$ cat src/rtl/rlps_pkg.sv
package rlps_pkg;

    typedef enum logic [1:0] {
        PAT_OFF   = 2'd0,
        PAT_WARM  = 2'd1,
        PAT_GREEN = 2'd2,
        PAT_FLASH = 2'd3
    } t_pattern;

    typedef enum logic [2:0] {
        REG_PULSE_HALF  = 3'd0,
        REG_GREEN_ON    = 3'd1,
        REG_GREEN_OFF   = 3'd2,
        REG_FLASH_HALF  = 3'd3,
        REG_FLASH_TOGS  = 3'd4,
        REG_RETURN_GAP  = 3'd5
    } t_reg_index;

    localparam int unsigned DLY_W  = 16;
    localparam int unsigned STEP_W = 3;

    localparam logic [DLY_W-1:0]  RST_PULSE_HALF = 16'd250;
    localparam logic [DLY_W-1:0]  RST_GREEN_ON   = 16'd700;
    localparam logic [DLY_W-1:0]  RST_GREEN_OFF  = 16'd300;
    localparam logic [DLY_W-1:0]  RST_FLASH_HALF = 16'd100;
    localparam logic [STEP_W-1:0] RST_FLASH_TOGS = 3'd6;
    localparam logic [DLY_W-1:0]  RST_RETURN_GAP = 16'd200;

    // LED level vector: bit 0 red, bit 1 green, bit 2 blue.
    localparam int unsigned LED_R = 0;
    localparam int unsigned LED_G = 1;
    localparam int unsigned LED_B = 2;

endpackage

$ cat src/rtl/rgb_led_pattern_sequencer.sv
// Each accepted item's result is registered straight into the output register.
// Throughput: one item per cycle; the whole state update is one combinational pass
// from the state registers and the input fields into the state and result registers.
// The input is stalled only while a result waits in the output register and is stalled.
// Synchronous active-low reset: pattern off, timer disarmed, LEDs off, registers
// back to their default intervals.
module rgb_led_pattern_sequencer
    import rlps_pkg::*;
(
    input  logic        i_clk,
    input  logic        i_rst_n,

    input  logic        i_cfg_we,
    input  logic [2:0]  i_cfg_index,
    input  logic [15:0] i_cfg_data,

    input  logic        i_valid,
    output logic        o_stall,
    input  logic        i_req_type,
    input  logic [1:0]  i_new_pattern,

    output logic        o_valid,
    input  logic        i_stall,
    output logic        o_red_on,
    output logic        o_green_on,
    output logic        o_blue_on,
    output logic [1:0]  o_pattern_now
);

    logic [DLY_W-1:0]  r_pulse_half;
    logic [DLY_W-1:0]  r_green_on;
    logic [DLY_W-1:0]  r_green_off;
    logic [DLY_W-1:0]  r_flash_half;
    logic [STEP_W-1:0] r_flash_togs;
    logic [DLY_W-1:0]  r_return_gap;

    t_pattern          r_pattern, n_pattern;
    logic [STEP_W-1:0] r_step, n_step;
    logic [DLY_W-1:0]  r_delay, n_delay;
    logic              r_armed, n_armed;
    logic [2:0]        r_leds, n_leds;

    logic              r_out_valid;
    logic [2:0]        r_out_leds;
    t_pattern          r_out_pattern;

    logic              w_accept;

    assign o_stall  = r_out_valid && i_stall;
    assign w_accept = i_valid && !o_stall;

    always_ff @(posedge i_clk) begin
        if (!i_rst_n) begin
            r_pulse_half <= RST_PULSE_HALF;
            r_green_on   <= RST_GREEN_ON;
            r_green_off  <= RST_GREEN_OFF;
            r_flash_half <= RST_FLASH_HALF;
            r_flash_togs <= RST_FLASH_TOGS;
            r_return_gap <= RST_RETURN_GAP;
        end else if (i_cfg_we) begin
            unique case (i_cfg_index)
                REG_PULSE_HALF: r_pulse_half <= i_cfg_data;
                REG_GREEN_ON:   r_green_on   <= i_cfg_data;
                REG_GREEN_OFF:  r_green_off  <= i_cfg_data;
                REG_FLASH_HALF: r_flash_half <= i_cfg_data;
                REG_FLASH_TOGS: r_flash_togs <= i_cfg_data[STEP_W-1:0];
                REG_RETURN_GAP: r_return_gap <= i_cfg_data;
                default: ;
            endcase
        end
    end

    always_comb begin
        logic run;
        run       = 1'b0;
        n_pattern = r_pattern;
        n_step    = r_step;
        n_delay   = r_delay;
        n_armed   = r_armed;
        n_leds    = r_leds;

        if (i_req_type) begin
            n_pattern = t_pattern'(i_new_pattern);
            n_step    = '0;
            n_delay   = '0;
            n_armed   = 1'b0;
            n_leds    = '0;
            run       = 1'b1;
        end else if (r_armed) begin
            // A loaded delay of zero expires on the next tick, like a delay of one.
            if (r_delay <= DLY_W'(1)) begin
                n_delay = '0;
                run     = 1'b1;
            end else begin
                n_delay = r_delay - DLY_W'(1);
            end
        end

        if (run) begin
            unique case (n_pattern)
                PAT_OFF: begin
                    n_leds  = '0;
                    n_armed = 1'b0;
                    n_delay = '0;
                end
                PAT_WARM: begin
                    n_leds[LED_R] = n_step[0];
                    n_step        = n_step + STEP_W'(1);
                    n_delay       = r_pulse_half;
                    n_armed       = 1'b1;
                end
                PAT_GREEN: begin
                    n_leds[LED_G] = ~n_step[0];
                    n_delay       = n_step[0] ? r_green_off : r_green_on;
                    n_step        = n_step + STEP_W'(1);
                    n_armed       = 1'b1;
                end
                PAT_FLASH: begin
                    if (n_step < r_flash_togs) begin
                        n_leds[LED_B] = n_step[0];
                        n_step        = n_step + STEP_W'(1);
                        n_delay       = r_flash_half;
                    end else begin
                        // Flash is done: fall back to green breathe after the gap.
                        n_leds[LED_B] = 1'b0;
                        n_pattern     = PAT_GREEN;
                        n_step        = '0;
                        n_delay       = r_return_gap;
                    end
                    n_armed = 1'b1;
                end
                default: ;
            endcase
        end
    end

    always_ff @(posedge i_clk) begin
        if (!i_rst_n) begin
            r_pattern <= PAT_OFF;
            r_step    <= '0;
            r_delay   <= '0;
            r_armed   <= 1'b0;
            r_leds    <= '0;
        end else if (w_accept) begin
            r_pattern <= n_pattern;
            r_step    <= n_step;
            r_delay   <= n_delay;
            r_armed   <= n_armed;
            r_leds    <= n_leds;
        end
    end

    always_ff @(posedge i_clk) begin
        if (!i_rst_n) begin
            r_out_valid <= 1'b0;
        end else if (w_accept) begin
            r_out_valid <= 1'b1;
        end else if (!i_stall) begin
            r_out_valid <= 1'b0;
        end
    end

    always_ff @(posedge i_clk) begin
        if (w_accept) begin
            r_out_leds    <= n_leds;
            r_out_pattern <= n_pattern;
        end
    end

    assign o_valid       = r_out_valid;
    assign o_red_on      = r_out_leds[LED_R];
    assign o_green_on    = r_out_leds[LED_G];
    assign o_blue_on     = r_out_leds[LED_B];
    assign o_pattern_now = r_out_pattern;

`ifndef SYNTHESIS
    // The off pattern is only entered through reset or a request, both of which clear everything.
    a_off_quiet: assert property (@(posedge i_clk) disable iff (!i_rst_n)
        r_pattern == PAT_OFF |-> (r_leds == 3'b000) && !r_armed)
        else $error("off pattern with LEDs lit or timer armed");

    a_run_armed: assert property (@(posedge i_clk) disable iff (!i_rst_n)
        r_pattern != PAT_OFF |-> r_armed)
        else $error("running pattern with timer disarmed");

    a_idle_tick: assert property (@(posedge i_clk) disable iff (!i_rst_n)
        w_accept && !i_req_type && !r_armed |=>
            $stable(r_leds) && $stable(r_pattern) && $stable(r_step))
        else $error("tick while disarmed changed the state");

    a_green_only: assert property (@(posedge i_clk) disable iff (!i_rst_n)
        r_pattern == PAT_GREEN |-> !r_leds[LED_R] && !r_leds[LED_B])
        else $error("green breathe with red or blue lit");
`endif

endmodule
$ cat config.mk
export PLATFORM = sky130hd
export DESIGN_NAME = rgb_led_pattern_sequencer
export DESIGN_NICKNAME = d
export VERILOG_FILES = /design/src/rtl/rlps_pkg.sv /design/src/rtl/rgb_led_pattern_sequencer.sv
export SDC_FILE = /design/constraint.sdc
export NUM_CORES = 1
export LEC_CHECK = 0
export BUFFER_PORTS_ARGS = -buffer_cell sky130_fd_sc_hd__buf_2
export CAP_MARGIN = 20
export CORE_UTILIZATION = 55
export CTS_CLUSTER_DIAMETER = 60
export DETAILED_ROUTE_END_ITERATION = 10
export PLACE_DENSITY_LB_ADDON = 0.12
export SYNTH_ARGS = -nofsm -noshare
export SYNTH_HDL_FRONTEND = slang
export SYNTH_SLANG_ARGS = --single-unit
$ cat constraint.sdc
create_clock -name i_clk -period 4.8 [get_ports i_clk]
set_input_delay 0 -clock i_clk [delete_from_list [all_inputs] [get_ports i_clk]]
set_output_delay 0 -clock i_clk [all_outputs]
set_load 0.01 [all_outputs]
==> metrics.md, run 1 <==
| Metric | Value |
|---|---|
| Post-CTS Setup Bufs | `0` |
| Final Cycle Share | `0.664` |
| Worst reg2reg path depth | `7` |
| Leakage | `2.48 nW` |
| Fmax achieved | `314 MHz` |
| Routed len/inst | `17.5 µm` |
| CTS Root Cell | `clkbuf_8` |
| Post-Layout Cell Count | `874` |
| Fin. Hold Viols | `0` |
| Site row count | `35` |
| Crit path required time | `5.20 ns` |
| CTS Buf Count | `17` |
| Unique masters post-synth | `58` |
| # nets final | `768` |
| CP most frequent cell | `nand2_1` |
| Initial DRC count | `506` |
| Placed instance count | `818` |
| Hold path depth | `4` |
| Crit-path max cell delay | `0.90 ns` |
| Minimum clock period | `3.19 ns` |
| Hpwl dp | `9730 µm` |
| Synth Flop Type | `dfxtp_1` |
| Pre-CTS WS | `1.73 ns` |
| Cell area power density | `424 nW/µm²` |
| Routed WL | `15,300 µm` |
| Setup tns final | `0 ns` |
| Synth Area in Simple Gates | `0.278` |
| Yosys synthesis warning count | `0` |
| Final clock skew | `0.00925 ns` |
| Worst slew pin tran | `0.957 ns` |
| Inserted Diodes | `0` |
| Total number of vias | `5,228` |
| Fraction of final layout cells sized beyond drive strength 1 | `0.103` |
| Clk_lat worst skew | `0.52 ns` |
| Final GP Congestion | `0.889` |
| Input/output buffers | `33` |
| Final Hold Slack | `0.0194 ns` |
| Arrival @ worst endpoint | `3.59 ns` |
| CP startpoint | `i_req_type` |
| Status | `completed` |
| Syn_nets | `733` |
| FFs w/ async S/R, synth | `0` |
| Area grow syn2layout | `19.6%` |
| Die width | `99.9 µm` |
| Commonest non-fill, non-tap cell in the layout | `nand2_1` |
| Die area | `9980 µm²` |
| CP Capture Type | `register` |
| Post-synthesis mux area share | `0.00760` |
| Mapped Area | `5270 µm²` |
| Overflow after GRT | `0` |
| Crit-path cells | `dlygate4sd3_1, buf_2, nand2b_1, clkinv_1, nand2_1, nand2_1, a222oi_1, a21oi_1, o31a_1` |
| CTS Buffer Depth | `2` |
| DRC | `0` |
| Clk slew on worst S/H paths | `0.06 ns` |
| Starting Density | `0.568` |
| Hold crit path type | `input port to register` |
| Clk sinks | `114` |
| Die Ht | `99.9 µm` |
| Worst R2R Start | `r_step[0]` |
| Post-synthesis adder-cell area fraction | `0.0214` |
| Post-route ant nets | `0` |
| Largest net degree at the start of global routing | `73` |
| RSZ-0062 raised after global routing | `no` |
| Slowest-stage cell, CP | `clkinv_1` |
| Synth Area in XOR/XNOR | `0.00498` |
| Seq/Total Area, Yosys | `0.442` |
| Compound-gate portion of the synthesized area | `0.203` |
| VDD IR max | `0.257 mV` |
| Antenna violations before repair | `0` |
| Core area | `9280 µm²` |
| Post-Synthesis Cells | `697` |
| CTS tree | `built` |
| Setup violations, final | `0` |
| Worst Path Class, Setup | `input port to register` |
| Startpoint Class | `input port` |
| Final setup margin | `1.61 ns` |
| Post-synthesis register bit count | `114` |
| Largest family of logic cells by synthesized area | `simple AND/OR/NAND/NOR gates` |
| Vias in the first global route | `4,977` |
| Post-Syn Area per Cell | `7.56 µm²` |
| Post-cts sizing count | `0` |
| Most frequent cells in the layout | `nand2_1, dfxtp_1, a21oi_1, nand3_1, buf_2` |
| Number of synthesized flops with an enable pin | `5` |
| Vias per cell | `5.98` |
| H-Tree Depth | `4` |
| CP max FO | `20` |
| Hold path startpoint | `i_new_pattern[1]` |
| Global-route wire length before repair | `25,200 µm` |
| Drt first pass iters | `6` |
| Slew Viols, Final | `0` |
| Rel. slew slack | `0.362` |
| GRT Total Usage | `0.327` |
| MaxCap Viol Count | `0` |
| Ports | `34` |
## cells by family after synthesis
group | count (synthesis)
xor+xnor | 3
buf+inv | 58
simple gates | 340
fa+ha+maj | 9
compound gates | 169
mux | 4
flops | 114
## per-stage QoR
stage	power, mW	util	instance area [µm²]
final	2.67	0.679	6300
after global routing	2.76	0.679	6300
after CTS	2.66	0.676	6280
after detailed placement	1.37	0.587	5450
after global placement	1.36	0.587	5450
after floorplan	1.27	-	5270
## flip-flops by register name, summed over array words and instances, names as in the netlist
name and count:
o_pattern_now 2, r_green_off 16, r_pulse_half 16, r_armed 1, r_leds 3, r_flash_half 16, r_delay 16, r_flash_togs 3
r_pattern 2, r_green_on 16, r_return_gap 16, r_out_leds 3, o_valid 1, r_step 3
## synth_stat cells (all sizes together), types with 6 or more instances
cell | number | area share
buf | 8 | 0.0069
o22ai | 7 | 0.0083
clkbuf | 37 | 0.026
nand2 | 238 | 0.17
nor3 | 10 | 0.0095
nand3 | 33 | 0.031
and2 | 6 | 0.0071
ha | 9 | 0.021
dfxtp | 109 | 0.41
a21o | 6 | 0.0085
o21ai | 21 | 0.020
inv | 12 | 0.0085
a21oi | 80 | 0.076
a22o | 7 | 0.012
a222oi | 10 | 0.019
nor2 | 21 | 0.015
## metal layers
layer  GRT usage  wire (µm)  vias to the layer above
met3      0.0738       1340                       25
met4       0.113        273                        0
met5           0          0                        -
met1       0.433       6620                     2459
li1            -          -                     2480
met2       0.526       7100                      264
## layout make-up
type                    count  area (µm²)
well taps                 129         161
fillers                   763        2980
clock inverters            13         171
flip-flops and latches    114        2330
clock buffers              19         442
inverters                  13        48.8
repair buffers             61         433
multi-input cells         525        2720
## power by group
| part | internal [mW] | leakage (nW) | total, mW | switching, mW |
|---|---|---|---|---|
| Sequential | 0.991 | 0.935 | 1.02 | 0.0303 |
| Clock | 0.828 | 0.305 | 1.30 | 0.468 |
| Combinational | 0.128 | 1.24 | 0.354 | 0.226 |
## critical path: cells and delay by family
kind / cells / cell delay, ns
buffers and inverters: 3 / 1.74
AOI/OAI and AO/OA: 3 / 0.75
and+or+nand+nor: 3 / 1.10
## timing repair
item / in CTS / in global routing
hold buffers: 21 / 2
endpoints found under the setup margin: 0 / 0
endpoints found under the hold margin: 87 / 3
## final timing paths
check,end,slack (ns)
setup / recovery,r_delay[10],1.61
hold / removal,r_leds[0],0.02
setup reg to reg,r_delay[10],1.70
hold reg to reg,r_return_gap[9],0.46
Note: power is estimated with default switching activity, not from simulation.
==> run 2: changes to the inputs <==
Settings changed: ABC_AREA set to 1.
Clock period 4.8 ns to 3.3 ns, I/O delays scaled along.
==> run 2 against run 1 <==
Total power up 40%. Flip-flop and latch count unchanged. Design area up 1.6%. Critical path type is now register to register. Sequential share of layout area down 0.59 points. Largest power group unchanged. Synthesized area up 1.3%. Combinational power up 33%. First-iteration DRC count down 3.6%. Largest cell class unchanged. Highest routed layer unchanged. Clock skew down 0.0018 ns.
==> metrics.md, run 2 <==
| Metric | Value |
|---|---|
| Input/output buffers | `33 (unchanged)` |
| Status | `completed` |
| Post-synth top area share | `0.409 (-0.00524)` |
| Post-route ant nets | `0 (unchanged)` |
| Crit-path max cell delay | `0.55 ns (-0.35 ns)` |
| Post-Synthesis Cells | `766 (+9.9%)` |
| Die area | `10,100 µm² (+1.3%)` |
| Routed WL | `15,200 µm (-1.0%)` |
| Area grow syn2layout | `20.0%` |
| Leakage | `2.90 nW (+17%)` |
| Synth Area in XOR/XNOR | `0.0115 (+0.00650)` |
| Fill cells | `795 (+4.2%)` |
| Hpwl dp | `9480 µm (-2.6%)` |
| Final Cycle Share | `0.714` |
| Fmax achieved | `425 MHz` |
| CTS Root Cell | `clkbuf_8` |
| Crit path required time | `3.71 ns (-1.49 ns)` |
| Ports | `34 (unchanged)` |
| DRC | `0 (unchanged)` |
| Core area | `9330 µm² (+0.47%)` |
| Synth area leaders | `dfxtp_1, nor2_1, o21ai_0, nand2_1, a21oi_1` |
| Antenna violations before repair | `0 (unchanged)` |
| Setup violations, final | `0 (unchanged)` |
| Minimum clock period | `2.36 ns` |
| Arrival @ worst endpoint | `2.76 ns (-0.83 ns)` |
| Post-Layout Cell Count | `959 (+9.7%)` |
| Post-Syn Area per Cell | `6.97 µm² (-7.8%)` |
| Synth Area in Simple Gates | `0.304 (+0.0260)` |
| Largest family of logic cells by synthesized area | `simple AND/OR/NAND/NOR gates` |
| Unique masters post-synth | `34 (-41%)` |
| Post-CTS Setup Bufs | `0 (unchanged)` |
| Cell with the most instances after synthesis | `nor2_1` |
| MaxCap Viol Count | `0 (unchanged)` |
| Final Power | `3.75 mW (+40%)` |
| Fraction of final layout cells sized beyond drive strength 1 | `0.117 (+0.0135)` |
| Largest net degree at the start of global routing | `74 (+1.4%)` |
| Post-synthesis adder-cell area fraction | `0.0211 (-0.000270)` |
| Reg area | `2330 µm² (unchanged)` |
| Vias in the first global route | `5,007 (+0.60%)` |
| GRT Total Usage | `0.321 (-0.00556)` |
| Inserted Diodes | `0 (unchanged)` |
| Die width | `101 µm (+0.63%)` |
| Routed len/inst | `15.8 µm (-9.8%)` |
| Hold crit path type | `input port to register` |
| VDD IR max | `0.287 mV (+12%)` |
| CP max FO | `17 (-15%)` |
| Post-synthesis mux area share | `0 (-0.00760)` |
| RSZ-0062 raised after global routing | `no` |
| Slew Viols, Final | `0 (unchanged)` |
| Die Ht | `101 µm (+0.63%)` |
| Dominant cell type by area after synthesis | `dfxtp_1` |
| Clk slew on worst S/H paths | `0.06 ns (about the same)` |
| Global-route wire length before repair | `24,900 µm (-1.3%)` |
| Synth Flop Type | `dfxtp_1` |
| Placed instance count | `900 (+10%)` |
| Area occupied by multi-input gates | `2700 µm² (-0.74%)` |
| Commonest non-fill, non-tap cell in the layout | `nor2_1` |
| Starting Density | `0.572 (+0.00458)` |
| Clk_lat worst skew | `0.52 ns (about the same)` |
| Cell area power density | `585 nW/µm² (+38%)` |
| Overflow after GRT | `0 (unchanged)` |
| Worst Path Class, Setup | `register to register` |
| WP buf/inv | `1 (-2)` |
| CTS tree | `built` |
| Synth top cells by count | `nor2_1, nand2_1, dfxtp_1, o21ai_0` |
| Total number of vias | `5,368 (+2.7%)` |
| Final GP Congestion | `0.902 (+1.5%)` |
| Slowest-stage cell, CP | `o21ai_0` |
| H-Tree Depth | `4 (unchanged)` |
| Final Hold Slack | `0.162 ns (+0.142 ns)` |
| FFs w/ async S/R, synth | `0 (unchanged)` |
| Setup tns final | `0 ns (unchanged)` |
| Site row count | `35 (unchanged)` |
| Mapped Area | `5340 µm² (+1.3%)` |
| CP Capture Type | `register` |
| Yosys synthesis warning count | `0 (unchanged)` |
| Fin. Hold Viols | `0 (unchanged)` |
| Vias per cell | `5.60 (-6.4%)` |
| Startpoint Class | `register` |
| CTS Buf Count | `17 (unchanged)` |
| Seq/Total Area, Yosys | `0.437 (-0.00560)` |
| Crit-path cells | `o21ai_0, inv_2, ha_1, o21ai_1, nor2_1, a21oi_1, nand3_1, a21oi_1, nor2_1` |
| Number of synthesized flops with an enable pin | `5 (unchanged)` |
| Initial DRC count | `488 (-3.6%)` |
| Post-synthesis register bit count | `114 (unchanged)` |
| Cell family with most CP delay | `compound AO/OA/AOI/OAI gates` |
| Rel. slew slack | `0.510 (+0.148)` |
| # nets final | `853 (+11%)` |
| Worst slew pin tran | `0.734 ns (-0.223 ns)` |
| Compound-gate portion of the synthesized area | `0.168 (-0.0349)` |
| Syn_nets | `802 (+9.4%)` |
| Drt first pass iters | `5 (-1)` |
| Most frequent cells in the layout | `nor2_1, nand2_1, o21ai_0, dfxtp_1` |
| CTS Buffer Depth | `2 (unchanged)` |
| Final clock skew | `0.00747 ns (-0.00178 ns)` |
| Clk sinks | `114 (unchanged)` |
==> run 2: through the flow <==
step,setup WS (ns),util,instance area [µm²]
floorplan,1.45,-,5340
global placement,1.08,0.595,5550
detailed placement,0.972,0.595,5550
CTS,0.947,0.687,6410
global route,0.726,0.687,6410
finish,0.945,0.687,6410
==> run 2: cell type report <==
cell class	count	area share
Timing Repair Buffer	66	0.0750
Tap cell	129	0.0252
Multi-Input combinational cell	578	0.421
Clock inverter	12	0.0184
Inverter	40	0.0238
Sequential cell	114	0.364
Clock buffer	20	0.0729
==> run 2: tightest hold or removal path: stages <==
cell and delay (ns):
buf_2 0.07, or2_0 0.09, o21ai_0 0.25, a21oi_1 0.23
==> run 2: what timing repair did <==
action,in CTS,in global routing
hold buffers,27,0
endpoints found under the hold margin,96,0
gates resized for setup,0,0
==> run 2: worst paths after layout <==
kind / startpoint / endpoint / slack, ns / cells after the start
worst max-delay path: r_pattern[1] / r_delay[3] / 0.94 / 9
worst min-delay path: i_new_pattern[1] / r_pattern[1] / 0.16 / 4
worst max register to register: r_pattern[1] / r_delay[3] / 0.94 / 9
worst min register to register: r_green_off[2] / r_green_off[2] / 0.45 / 2
==> run 2: cell families after synthesis <==
| family | count (synthesis) |
|---|---|
| compound gates | 171 |
| fa+ha+maj | 9 |
| simple gates | 391 |
| flops | 114 |
| xor+xnor | 7 |
| buf+inv | 74 |
==> run 2: layer usage <==
metal  part of all wire  track usage  wire length [µm]
met4              0.015        0.111               234
met1               0.43        0.430              6550
met3              0.083       0.0659              1270
met2               0.47        0.516              7120
met5                  0            0                 0
==> run 2: where the power goes <==
part           switching [mW]  total [mW]  internal, mW  leakage, nW
Sequential             0.0462        1.50          1.45        0.939
Clock                   0.682        1.78          1.09        0.276
Combinational           0.310       0.471         0.161         1.68
Total                    1.04        3.75          2.71         2.90
